--- src/design/asmlex_pkg.sv ---
// Package for the assembler lexer: item types, record codes, character codes
// and the small character-class helpers. No dependencies.
`timescale 1ns / 1ps

package asmlex_pkg;

   localparam int POSITION_WIDTH = 16;
   localparam int RESULT_DEPTH   = 3;

   typedef struct packed {
      logic [7:0] src_byte;
      logic       end_of_source;
   } req_type;

   typedef struct packed {
      logic [1:0]  record_kind;
      logic [7:0]  value_byte;
      logic [2:0]  token_type;
      logic [15:0] token_line;
      logic [15:0] token_column;
      logic [15:0] token_length;
      logic [1:0]  error_code;
      logic        last_of_run;
   } rsp_type;

   typedef enum logic [5:0] {
      MODE_IDLE    = 6'b000001,
      MODE_WORD    = 6'b000010,
      MODE_COMMENT = 6'b000100,
      MODE_QBODY   = 6'b001000,
      MODE_QESC    = 6'b010000,
      MODE_DROP    = 6'b100000
   } mode_type;

   localparam logic [1:0] KIND_VALUE = 2'd0;
   localparam logic [1:0] KIND_TOKEN = 2'd1;
   localparam logic [1:0] KIND_ERROR = 2'd2;

   localparam logic [2:0] TOK_INTEGER    = 3'd0;
   localparam logic [2:0] TOK_IDENTIFIER = 3'd1;
   localparam logic [2:0] TOK_SEPARATOR  = 3'd2;
   localparam logic [2:0] TOK_CHAR       = 3'd3;

   localparam logic [1:0] ERR_CHAR_LONG    = 2'd0;
   localparam logic [1:0] ERR_BAD_NUMBER   = 2'd1;
   localparam logic [1:0] ERR_UNIDENTIFIED = 2'd2;
   localparam logic [1:0] ERR_UNTERMINATED = 2'd3;

   localparam logic [1:0] QUOTE_CHAR    = 2'd0;
   localparam logic [1:0] QUOTE_STRING  = 2'd1;
   localparam logic [1:0] QUOTE_ADDRESS = 2'd2;

   localparam logic [7:0] CH_TAB       = 8'h09;
   localparam logic [7:0] CH_NL        = 8'h0A;
   localparam logic [7:0] CH_CR        = 8'h0D;
   localparam logic [7:0] CH_SPACE     = 8'h20;
   localparam logic [7:0] CH_DQUOTE    = 8'h22;
   localparam logic [7:0] CH_HASH      = 8'h23;
   localparam logic [7:0] CH_SQUOTE    = 8'h27;
   localparam logic [7:0] CH_DOT       = 8'h2E;
   localparam logic [7:0] CH_COLON     = 8'h3A;
   localparam logic [7:0] CH_SEMI      = 8'h3B;
   localparam logic [7:0] CH_BSLASH    = 8'h5C;
   localparam logic [7:0] CH_BACKTICK  = 8'h60;
   localparam logic [7:0] CH_LOWER_B   = 8'h62;
   localparam logic [7:0] CH_LOWER_H   = 8'h68;
   localparam logic [7:0] CH_LOWER_N   = 8'h6E;
   localparam logic [7:0] CH_LOWER_R   = 8'h72;
   localparam logic [7:0] CH_LOWER_T   = 8'h74;

   typedef struct packed {
      logic [1:0] kind;
      logic [2:0] ttype;
      logic [1:0] code;
      logic       drop;
   } fin_type;

   function automatic logic is_dec(logic [7:0] c);
      return c >= 8'h30 && c <= 8'h39;
   endfunction

   function automatic logic is_hex(logic [7:0] c);
      return is_dec(c) || (c >= 8'h61 && c <= 8'h66);
   endfunction

   function automatic logic is_word(logic [7:0] c);
      return is_dec(c) || (c >= 8'h41 && c <= 8'h5A) || (c >= 8'h61 && c <= 8'h7A)
         || c == 8'h5F;
   endfunction

   function automatic logic [7:0] quote_char(logic [1:0] k);
      logic [7:0] r;
      case (k)
         QUOTE_CHAR:   r = CH_SQUOTE;
         QUOTE_STRING: r = CH_DQUOTE;
         default:      r = CH_BACKTICK;
      endcase
      return r;
   endfunction

   // Classify a finished word from its last byte and body flags.
   function automatic fin_type fin_word(logic [7:0] last, logic len_ge2, logic all_dec,
                                        logic all_hex);
      fin_type f;
      logic    suffix;
      suffix = (last == CH_LOWER_B || last == CH_LOWER_H) && len_ge2;
      f      = '{kind: KIND_TOKEN, ttype: TOK_IDENTIFIER, code: ERR_CHAR_LONG, drop: 1'b0};
      if (all_dec && (is_dec(last) || suffix)) begin
         f.ttype = TOK_INTEGER;
      end else if (all_hex && suffix) begin
         if (last == CH_LOWER_H) begin
            f.ttype = TOK_INTEGER;
         end else begin
            f.kind  = KIND_ERROR;
            f.ttype = TOK_INTEGER;
            f.code  = ERR_BAD_NUMBER;
            f.drop  = 1'b1;
         end
      end
      return f;
   endfunction

endpackage

--- src/design/assembler_lexer_top.sv ---
// Assembler lexer top level: input register, one-pass lexer logic, result queue.
// Depends on asmlex_pkg.
`timescale 1ns / 1ps

// Takes one source byte per item and returns value-byte, token-complete and
// error records, one record per rsp item, with last_of_run on the final record
// of each byte. A byte is registered, lexed in one pass and its zero to three
// records are loaded into a three-entry result queue. The block takes one
// byte per cycle while each byte gives at most one record and rsp_stall is
// low; a byte with more records holds the input while the queue drains one
// record per unstalled cycle. Records are registered in the queue as a byte advances.
// After an error, bytes are dropped until the byte flagged end_of_source,
// which always returns the lexer to its reset state for the next source.
module assembler_lexer_top #(
   parameter int POSITION_WIDTH = asmlex_pkg::POSITION_WIDTH
) (
   input  logic                clock,
   input  logic                reset,
   input  logic                req_valid,
   output logic                req_stall,
   input  asmlex_pkg::req_type req_payload,
   output logic                rsp_valid,
   input  logic                rsp_stall,
   output asmlex_pkg::rsp_type rsp_payload
);

   localparam int P = POSITION_WIDTH;
   localparam int D = asmlex_pkg::RESULT_DEPTH;

   logic                  in_valid_ff;
   asmlex_pkg::req_type   in_ff;

   asmlex_pkg::mode_type  mode_ff, mode_in;
   logic [1:0]            quote_ff, quote_in;
   logic [P-1:0]          line_ff, line_in;
   logic [P-1:0]          col_ff, col_in;
   logic [P-1:0]          sline_ff, sline_in;
   logic [P-1:0]          scol_ff, scol_in;
   logic [P-1:0]          cnt_ff, cnt_in;
   logic                  dec_ff, dec_in;
   logic                  hex_ff, hex_in;
   logic [7:0]            prev_ff, prev_in;

   asmlex_pkg::rsp_type   q_ff [D];
   logic [1:0]            qcnt_ff;

   asmlex_pkg::rsp_type   res [D];
   logic [1:0]            rn;
   logic                  err_put;
   logic                  do_idle;
   asmlex_pkg::fin_type   fin;
   logic [7:0]            b;
   logic [7:0]            esc;
   logic                  eos;
   logic                  pop;
   logic                  advance;

   function automatic logic [P-1:0] sat_inc(logic [P-1:0] v);
      return (v == {P{1'b1}}) ? v : v + P'(1);
   endfunction

   function automatic asmlex_pkg::rsp_type mk(logic [1:0] k, logic [7:0] v, logic [2:0] t,
                                              logic pos, logic [1:0] code,
                                              logic [P-1:0] sl, logic [P-1:0] sc,
                                              logic [P-1:0] cc);
      asmlex_pkg::rsp_type r;
      r.record_kind  = k;
      r.value_byte   = v;
      r.token_type   = t;
      r.token_line   = pos ? 16'(sl) : 16'd0;
      r.token_column = pos ? 16'(sc) : 16'd0;
      r.token_length = pos ? 16'(cc) : 16'd0;
      r.error_code   = code;
      r.last_of_run  = 1'b0;
      return r;
   endfunction

   assign pop       = (qcnt_ff != 2'd0) && !rsp_stall;
   assign advance   = in_valid_ff && ((qcnt_ff == 2'd0) || (qcnt_ff == 2'd1 && !rsp_stall));
   assign req_stall = in_valid_ff && !advance;
   assign rsp_valid = qcnt_ff != 2'd0;
   assign rsp_payload = q_ff[0];

   always_comb begin
      mode_in  = mode_ff;
      quote_in = quote_ff;
      line_in  = line_ff;
      col_in   = col_ff;
      sline_in = sline_ff;
      scol_in  = scol_ff;
      cnt_in   = cnt_ff;
      dec_in   = dec_ff;
      hex_in   = hex_ff;
      prev_in  = prev_ff;
      rn       = 2'd0;
      err_put  = 1'b0;
      do_idle  = 1'b0;
      fin      = '0;
      esc      = asmlex_pkg::CH_BSLASH;
      b        = in_ff.src_byte;
      eos      = in_ff.end_of_source;
      for (int i = 0; i < D; i++) begin
         res[i] = '0;
      end

      if (mode_ff != asmlex_pkg::MODE_DROP) begin
         col_in = sat_inc(col_in);
         unique case (mode_ff)
            asmlex_pkg::MODE_WORD: begin
               if (asmlex_pkg::is_word(b)) begin
                  if (cnt_in != '0) begin
                     if (!asmlex_pkg::is_dec(prev_in)) dec_in = 1'b0;
                     if (!asmlex_pkg::is_hex(prev_in)) hex_in = 1'b0;
                  end
                  prev_in = b;
                  cnt_in  = sat_inc(cnt_in);
                  res[rn] = mk(asmlex_pkg::KIND_VALUE, b, '0, 1'b0, '0,
                               sline_in, scol_in, cnt_in);
                  rn      = rn + 2'd1;
               end else begin
                  fin = asmlex_pkg::fin_word(prev_in, cnt_in >= P'(2), dec_in, hex_in);
                  res[rn] = mk(fin.kind, '0, fin.ttype, 1'b1, fin.code,
                               sline_in, scol_in, cnt_in);
                  rn      = rn + 2'd1;
                  err_put = fin.drop;
                  mode_in = fin.drop ? asmlex_pkg::MODE_DROP : asmlex_pkg::MODE_IDLE;
                  do_idle = !fin.drop;
               end
            end
            asmlex_pkg::MODE_COMMENT: begin
               if (b == asmlex_pkg::CH_NL) mode_in = asmlex_pkg::MODE_IDLE;
            end
            asmlex_pkg::MODE_QBODY: begin
               if (b == asmlex_pkg::quote_char(quote_in)) begin
                  mode_in = asmlex_pkg::MODE_IDLE;
                  if (cnt_in == '0) begin
                     mode_in = asmlex_pkg::MODE_IDLE;
                  end else if (quote_in == asmlex_pkg::QUOTE_CHAR && cnt_in > P'(1)) begin
                     res[rn] = mk(asmlex_pkg::KIND_ERROR, '0, '0, 1'b1,
                                  asmlex_pkg::ERR_CHAR_LONG, sline_in, scol_in, cnt_in);
                     rn      = rn + 2'd1;
                     err_put = 1'b1;
                     mode_in = asmlex_pkg::MODE_DROP;
                  end else begin
                     res[rn] = mk(asmlex_pkg::KIND_TOKEN, '0,
                                  asmlex_pkg::TOK_CHAR + {1'b0, quote_in}, 1'b1, '0,
                                  sline_in, scol_in, cnt_in);
                     rn      = rn + 2'd1;
                  end
               end else if (b == asmlex_pkg::CH_BSLASH) begin
                  mode_in = asmlex_pkg::MODE_QESC;
               end else begin
                  cnt_in  = sat_inc(cnt_in);
                  res[rn] = mk(asmlex_pkg::KIND_VALUE, b, '0, 1'b0, '0,
                               sline_in, scol_in, cnt_in);
                  rn      = rn + 2'd1;
               end
            end
            asmlex_pkg::MODE_QESC: begin
               case (b)
                  asmlex_pkg::CH_LOWER_N: esc = asmlex_pkg::CH_NL;
                  asmlex_pkg::CH_LOWER_T: esc = asmlex_pkg::CH_TAB;
                  asmlex_pkg::CH_LOWER_R: esc = asmlex_pkg::CH_CR;
                  default:                esc = asmlex_pkg::CH_BSLASH;
               endcase
               cnt_in  = sat_inc(cnt_in);
               res[rn] = mk(asmlex_pkg::KIND_VALUE, esc, '0, 1'b0, '0,
                            sline_in, scol_in, cnt_in);
               rn      = rn + 2'd1;
               mode_in = asmlex_pkg::MODE_QBODY;
            end
            default: begin
               mode_in = asmlex_pkg::MODE_IDLE;
               do_idle = 1'b1;
            end
         endcase

         if (do_idle) begin
            sline_in = line_in;
            scol_in  = col_in;
            if (b == asmlex_pkg::CH_SPACE || b == asmlex_pkg::CH_NL
                || b == asmlex_pkg::CH_TAB) begin
               mode_in = asmlex_pkg::MODE_IDLE;
            end else if (asmlex_pkg::is_word(b)) begin
               dec_in  = 1'b1;
               hex_in  = 1'b1;
               prev_in = b;
               cnt_in  = P'(1);
               mode_in = asmlex_pkg::MODE_WORD;
               res[rn] = mk(asmlex_pkg::KIND_VALUE, b, '0, 1'b0, '0,
                            sline_in, scol_in, cnt_in);
               rn      = rn + 2'd1;
            end else if (b == asmlex_pkg::CH_SEMI) begin
               mode_in = asmlex_pkg::MODE_COMMENT;
            end else if (b == asmlex_pkg::CH_SQUOTE || b == asmlex_pkg::CH_DQUOTE
                         || b == asmlex_pkg::CH_BACKTICK) begin
               quote_in = (b == asmlex_pkg::CH_SQUOTE) ? asmlex_pkg::QUOTE_CHAR :
                          (b == asmlex_pkg::CH_DQUOTE) ? asmlex_pkg::QUOTE_STRING :
                                                         asmlex_pkg::QUOTE_ADDRESS;
               cnt_in   = '0;
               mode_in  = asmlex_pkg::MODE_QBODY;
            end else begin
               cnt_in  = P'(1);
               res[rn] = mk(asmlex_pkg::KIND_VALUE, b, '0, 1'b0, '0,
                            sline_in, scol_in, cnt_in);
               rn      = rn + 2'd1;
               if (b == asmlex_pkg::CH_COLON || b == asmlex_pkg::CH_HASH
                   || b == asmlex_pkg::CH_DOT) begin
                  res[rn] = mk(asmlex_pkg::KIND_TOKEN, '0, asmlex_pkg::TOK_SEPARATOR,
                               1'b1, '0, sline_in, scol_in, cnt_in);
                  rn      = rn + 2'd1;
               end else begin
                  res[rn] = mk(asmlex_pkg::KIND_ERROR, '0, '0, 1'b1,
                               asmlex_pkg::ERR_UNIDENTIFIED, sline_in, scol_in, cnt_in);
                  rn      = rn + 2'd1;
                  err_put = 1'b1;
                  mode_in = asmlex_pkg::MODE_DROP;
               end
            end
         end

         if (mode_in != asmlex_pkg::MODE_DROP && b == asmlex_pkg::CH_NL) begin
            line_in = sat_inc(line_in);
            col_in  = '0;
         end
      end

      if (eos) begin
         if (mode_in == asmlex_pkg::MODE_WORD) begin
            fin = asmlex_pkg::fin_word(prev_in, cnt_in >= P'(2), dec_in, hex_in);
            res[rn] = mk(fin.kind, '0, fin.ttype, 1'b1, fin.code, sline_in, scol_in, cnt_in);
            rn      = rn + 2'd1;
         end else if (mode_in == asmlex_pkg::MODE_QBODY
                      || mode_in == asmlex_pkg::MODE_QESC) begin
            res[rn] = mk(asmlex_pkg::KIND_ERROR, '0, '0, 1'b1,
                         asmlex_pkg::ERR_UNTERMINATED, sline_in, scol_in, cnt_in);
            rn      = rn + 2'd1;
         end
         mode_in  = asmlex_pkg::MODE_IDLE;
         quote_in = '0;
         line_in  = P'(1);
         col_in   = '0;
         sline_in = '0;
         scol_in  = '0;
         cnt_in   = '0;
         dec_in   = 1'b1;
         hex_in   = 1'b1;
         prev_in  = '0;
      end

      for (int i = 0; i < D; i++) begin
         res[i].last_of_run = (2'(i + 1) == rn);
      end
   end

   always_ff @(posedge clock) begin
      if (reset) begin
         in_valid_ff <= 1'b0;
      end else if (!req_stall) begin
         in_valid_ff <= req_valid;
      end
      if (!req_stall) begin
         in_ff <= req_payload;
      end
   end

   always_ff @(posedge clock) begin
      if (reset) begin
         mode_ff  <= asmlex_pkg::MODE_IDLE;
         quote_ff <= '0;
         line_ff  <= P'(1);
         col_ff   <= '0;
         sline_ff <= '0;
         scol_ff  <= '0;
         cnt_ff   <= '0;
         dec_ff   <= 1'b1;
         hex_ff   <= 1'b1;
         prev_ff  <= '0;
      end else if (advance) begin
         mode_ff  <= mode_in;
         quote_ff <= quote_in;
         line_ff  <= line_in;
         col_ff   <= col_in;
         sline_ff <= sline_in;
         scol_ff  <= scol_in;
         cnt_ff   <= cnt_in;
         dec_ff   <= dec_in;
         hex_ff   <= hex_in;
         prev_ff  <= prev_in;
      end
   end

   always_ff @(posedge clock) begin
      if (reset) begin
         qcnt_ff <= 2'd0;
      end else if (advance) begin
         qcnt_ff <= rn;
      end else if (pop) begin
         qcnt_ff <= qcnt_ff - 2'd1;
      end
      if (advance) begin
         for (int i = 0; i < D; i++) begin
            q_ff[i] <= res[i];
         end
      end else if (pop) begin
         for (int i = 0; i < D - 1; i++) begin
            q_ff[i] <= q_ff[i + 1];
         end
      end
   end

   a_input_hold: assert property (@(posedge clock) disable iff (reset)
      in_valid_ff && req_stall |=> in_valid_ff && $stable(in_ff))
      else $error("input register changed while held");

   a_drop_silent: assert property (@(posedge clock) disable iff (reset)
      advance && mode_ff == asmlex_pkg::MODE_DROP && !in_ff.end_of_source |-> rn == 2'd0)
      else $error("record produced while dropping");

   a_error_drops: assert property (@(posedge clock) disable iff (reset)
      advance && err_put && !in_ff.end_of_source |=> mode_ff == asmlex_pkg::MODE_DROP)
      else $error("error record without entering drop");

   a_eos_resets: assert property (@(posedge clock) disable iff (reset)
      advance && in_ff.end_of_source |=> mode_ff == asmlex_pkg::MODE_IDLE
                                         && line_ff == P'(1) && col_ff == '0)
      else $error("end of source did not restore reset state");

endmodule

--- config.mk ---
export PLATFORM = sky130hd
export DESIGN_NAME = assembler_lexer_top
export DESIGN_NICKNAME = d
export VERILOG_FILES = /design/src/design/asmlex_pkg.sv /design/src/design/assembler_lexer_top.sv
export SDC_FILE = /design/constraint.sdc
export NUM_CORES = 1
export LEC_CHECK = 0
export ABC_AREA = 0
export CAP_MARGIN = 5
export CORE_MARGIN = 5
export CORE_UTILIZATION = 40
export DETAILED_ROUTE_END_ITERATION = 8
export DONT_BUFFER_PORTS = 1
export PLACE_DENSITY_LB_ADDON = 0.12
export SETUP_SLACK_MARGIN = 0.02
export SYNTH_ARGS = -nofsm -noshare
export SYNTH_HDL_FRONTEND = slang
export SYNTH_SLANG_ARGS = --single-unit
--- constraint.sdc ---
create_clock -name clock -period 16.9 [get_ports clock]
set_clock_uncertainty 0.05 [all_clocks]
set_input_delay 3.38 -clock clock [delete_from_list [all_inputs] [get_ports clock]]
set_output_delay 3.38 -clock clock [all_outputs]
set_load 0.005 [all_outputs]
==> summary.txt <==
Synthesis
  • Seq/Total Area, Yosys: 50.3%
  • Post-synth EDFFs: 191
  • Synthesized flop and latch total: 292
  • Async set or reset register ratio after synthesis: 0%
  • Syn nets: 1612
  • Post-synth top flop: edfxtp_1
  • Yosys warnings: 0
  • Syn_area_per_cell: 9.72 sq um
  • Post-Synthesis Cell Area: 0.0154 sq mm
  • Top cells by area, synth: edfxtp_1 (37%), dfxtp_1 (13%), nor2_1 (4.9%), nand2_1 (4.6%), a22oi_1 (3.4%)
  • Yosys top cell area share: 37.2%
  • Top-count cell post-synth: nor2_1
  • Top cells by count, synth: nor2_1 (202), edfxtp_1 (191), nand2_1 (191), dfxtp_1 (101), clkbuf_1 (93)
  • Synth area leader: edfxtp_1
  • Unique masters post-synth: 94
  • Cells after synthesis: 1586

CTS
  • Worst-skew pair later-pin latency: 0.56 ns
  • Clock-pin slew on the worst setup and hold paths: 0.07 ns
  • Hold-fix buffers at CTS: 0
  • Post-CTS resize count: 0
  • Root Driver: clkbuf_16
  • Clock buffer depth: 3
  • TritonCTS clock tree: yes
  • H-tree depth: 2
  • Setup Fix Bufs, Post-CTS: 0
  • CTS Buf Count: 35
  • # clock sinks: 292

Floorplan
  • Die Y: 206 microns
  • Initial Util: 40.2%
  • Core outline area: 0.0384 sq mm
  • Die area: 0.0426 sq mm
  • Chip Width: 206 microns
  • Num rows: 72
  • I/O pin cnt: 79

Worst setup path
  • CP Launch Type: input pin
  • Required @ worst endpoint: 13.47 ns
  • Crit path to: req_stall
  • R2R depth: 13
  • Crit path from: rsp_stall
  • CP max FO: 10
  • WP data arrival: 4.04 ns
  • RR Startpoint: b[1]
  • Crit. End Element: output pin
  • Worst setup path class: in -> out
  • Worst R2R End: q_ff[0][106]
  • Reg-to-reg slack, setup: 11.12 ns

Cells and area
  • Filler cell count: 3776
  • Design area: 0.0164 sq mm
  • Area Overhead vs Synth: 6.59%
  • Core Util, Final: 42.8%
  • Flip-flop and latch area: 0.00776 sq mm
  • Final nets: 1488
  • Non-Filler Instances: 2007
  • Share of cells above drive strength 1: 8.19%
  • N_diodes: 0
  • Footprint of the multi-input gates: 0.00663 sq mm

Pwr
  • Leakage Power: 5.70 nW
  • Cell Pwr Density: 131 mW/mm^2
  • Peak VDD IR: 0.0709 mV

GRT
  • Global route overflow: 0
  • Tot GR Track Use: 20.7%
  • Initial antenna violation count: 0
  • Largest net degree at the start of global routing: 87
  • Vias in the first global route: 11537
  • Global-route wire length before repair: 69100 microns

Timing
  • Hold slack: 0.458 ns
  • Max-slew violations: 0
  • Final setup vio count: 0
  • Setup TNS: 0 ns
  • Final hold violations: 0
  • RSZ-0062 raised after global routing: no
  • Max_slew headroom: 20.3%
  • Post-route minimum period: 7.47 ns
  • Slew @ Worst Pin: 1.19 ns
  • Part of the cycle the worst path needs: 44.2%
  • Max Clock Freq: 134 MHz

Placement
  • HPWL Detailed: 27700 microns
  • Cells after DPL: 1943
  • Port Buf Inserts: 0
  • Placed Area: 0.0153 sq mm
  • Final Wtd Congestion: 0.888

Job
  • Max cap viols: 0

Hold path
  • Min-Delay Path Class: reg -> reg
  • Hold path cells: 2

Run status
  • Outcome: finished, final reports clean

Detailed routing
  • DRT iter0 DRCs: 1045
  • Vias: 12016
  • DR DRC count: 0
  • Drt first pass iters: 5
  • Final antenna-violating net count: 0
  • DR vias/cell: 5.99
  • Drt wl/cell: 22.3 microns
  • Final WL: 44700 microns
==> final cells by class <==
| type | instances | share of cell area, % |
|---|---|---|
| inverter | 22 | 0.502 |
| clock inverter | 19 | 1.28 |
| multi-input combinational | 1090 | 40.3 |
| clock buffer | 45 | 5.81 |
| tap | 518 | 3.94 |
| sequential | 292 | 47.2 |
| timing repair buffer | 21 | 0.959 |
==> metrics by stage <==
stage / worst slack, ns / total power [mW]
finish: 9.43 / 2.16
global placement: 9.42 / 1.41
floorplan: 3.80 / 1.37
global route: 9.31 / 2.26
detailed placement: 9.39 / 1.41
CTS: 9.39 / 2.19
==> cell usage in the layout, fill, tap and decap left out, drive strengths merged, types with 19 or more instances in the layout <==
cell type and count:
a21oi 46, a22oi 69, a221oi 21, nand3 29, buf 21, xnor2 19
a221o 34, edfxtp 191, nand2 193, clkbuf 45, inv 24, o21ai 87
nor2 206, o22ai 24, a22o 28, nor3 42, and3 32, dfxtp 101
and2 24
==> report_power, final <==
group	internal, mW	switching [mW]
logic	0.0937	0.282
clock network	0.463	0.311
registers	0.943	0.0679
==> cells by family after synthesis <==
kind of cell | after synthesis | share of synthesized area (%)
and+or+nand+nor | 613 | 19.0
AOI/OAI and AO/OA | 421 | 20.2
DFF | 292 | 50.3
buffers and inverters | 204 | 6.91
xor gates and xnor gates | 32 | 1.82
adders and majority gates | 13 | 1.05
muxes | 11 | 0.763
==> routing by layer <==
| metal | GRT usage, % | up-vias | wire length, microns |
|---|---|---|---|
| li1 | - | 5620 | - |
| met1 | 28.1 | 5960 | 20100 |
| met2 | 33.9 | 352 | 21100 |
| met3 | 3.37 | 84 | 2130 |
| met4 | 6.58 | 0 | 1350 |
| met5 | 0 | - | 0 |
==> sequential cells by signal, summed over array words and instances, names as in the netlist <==
signal / count
line_ff: 16
cnt_ff: 16
col_ff: 16
prev_ff: 8
scol_ff: 16
quote_ff: 2
b: 8
in_valid_ff: 1
qcnt_ff: 2
dec_ff: 1
sline_ff: 16
eos: 1
mode_ff: 6
hex_ff: 1
q_ff: 182
==> worst min path at each step <==
stage	slack, ns	from	endpoint
after global placement	0.44	quote_ff[1]	quote_ff[1]
final	0.46	quote_ff[1]	quote_ff[1]
after floorplan	0.41	quote_ff[1]	quote_ff[1]
after detailed placement	0.44	quote_ff[1]	quote_ff[1]
after CTS	0.45	quote_ff[1]	quote_ff[1]
after global routing	0.47	quote_ff[1]	quote_ff[1]
==> critical path, stage by stage <==
cell and delay (ns):
inv_1 0.02, a21oi_1 0.14, nand2_1 0.30, inv_1 0.19
Note: power is estimated with default switching activity, not from simulation.
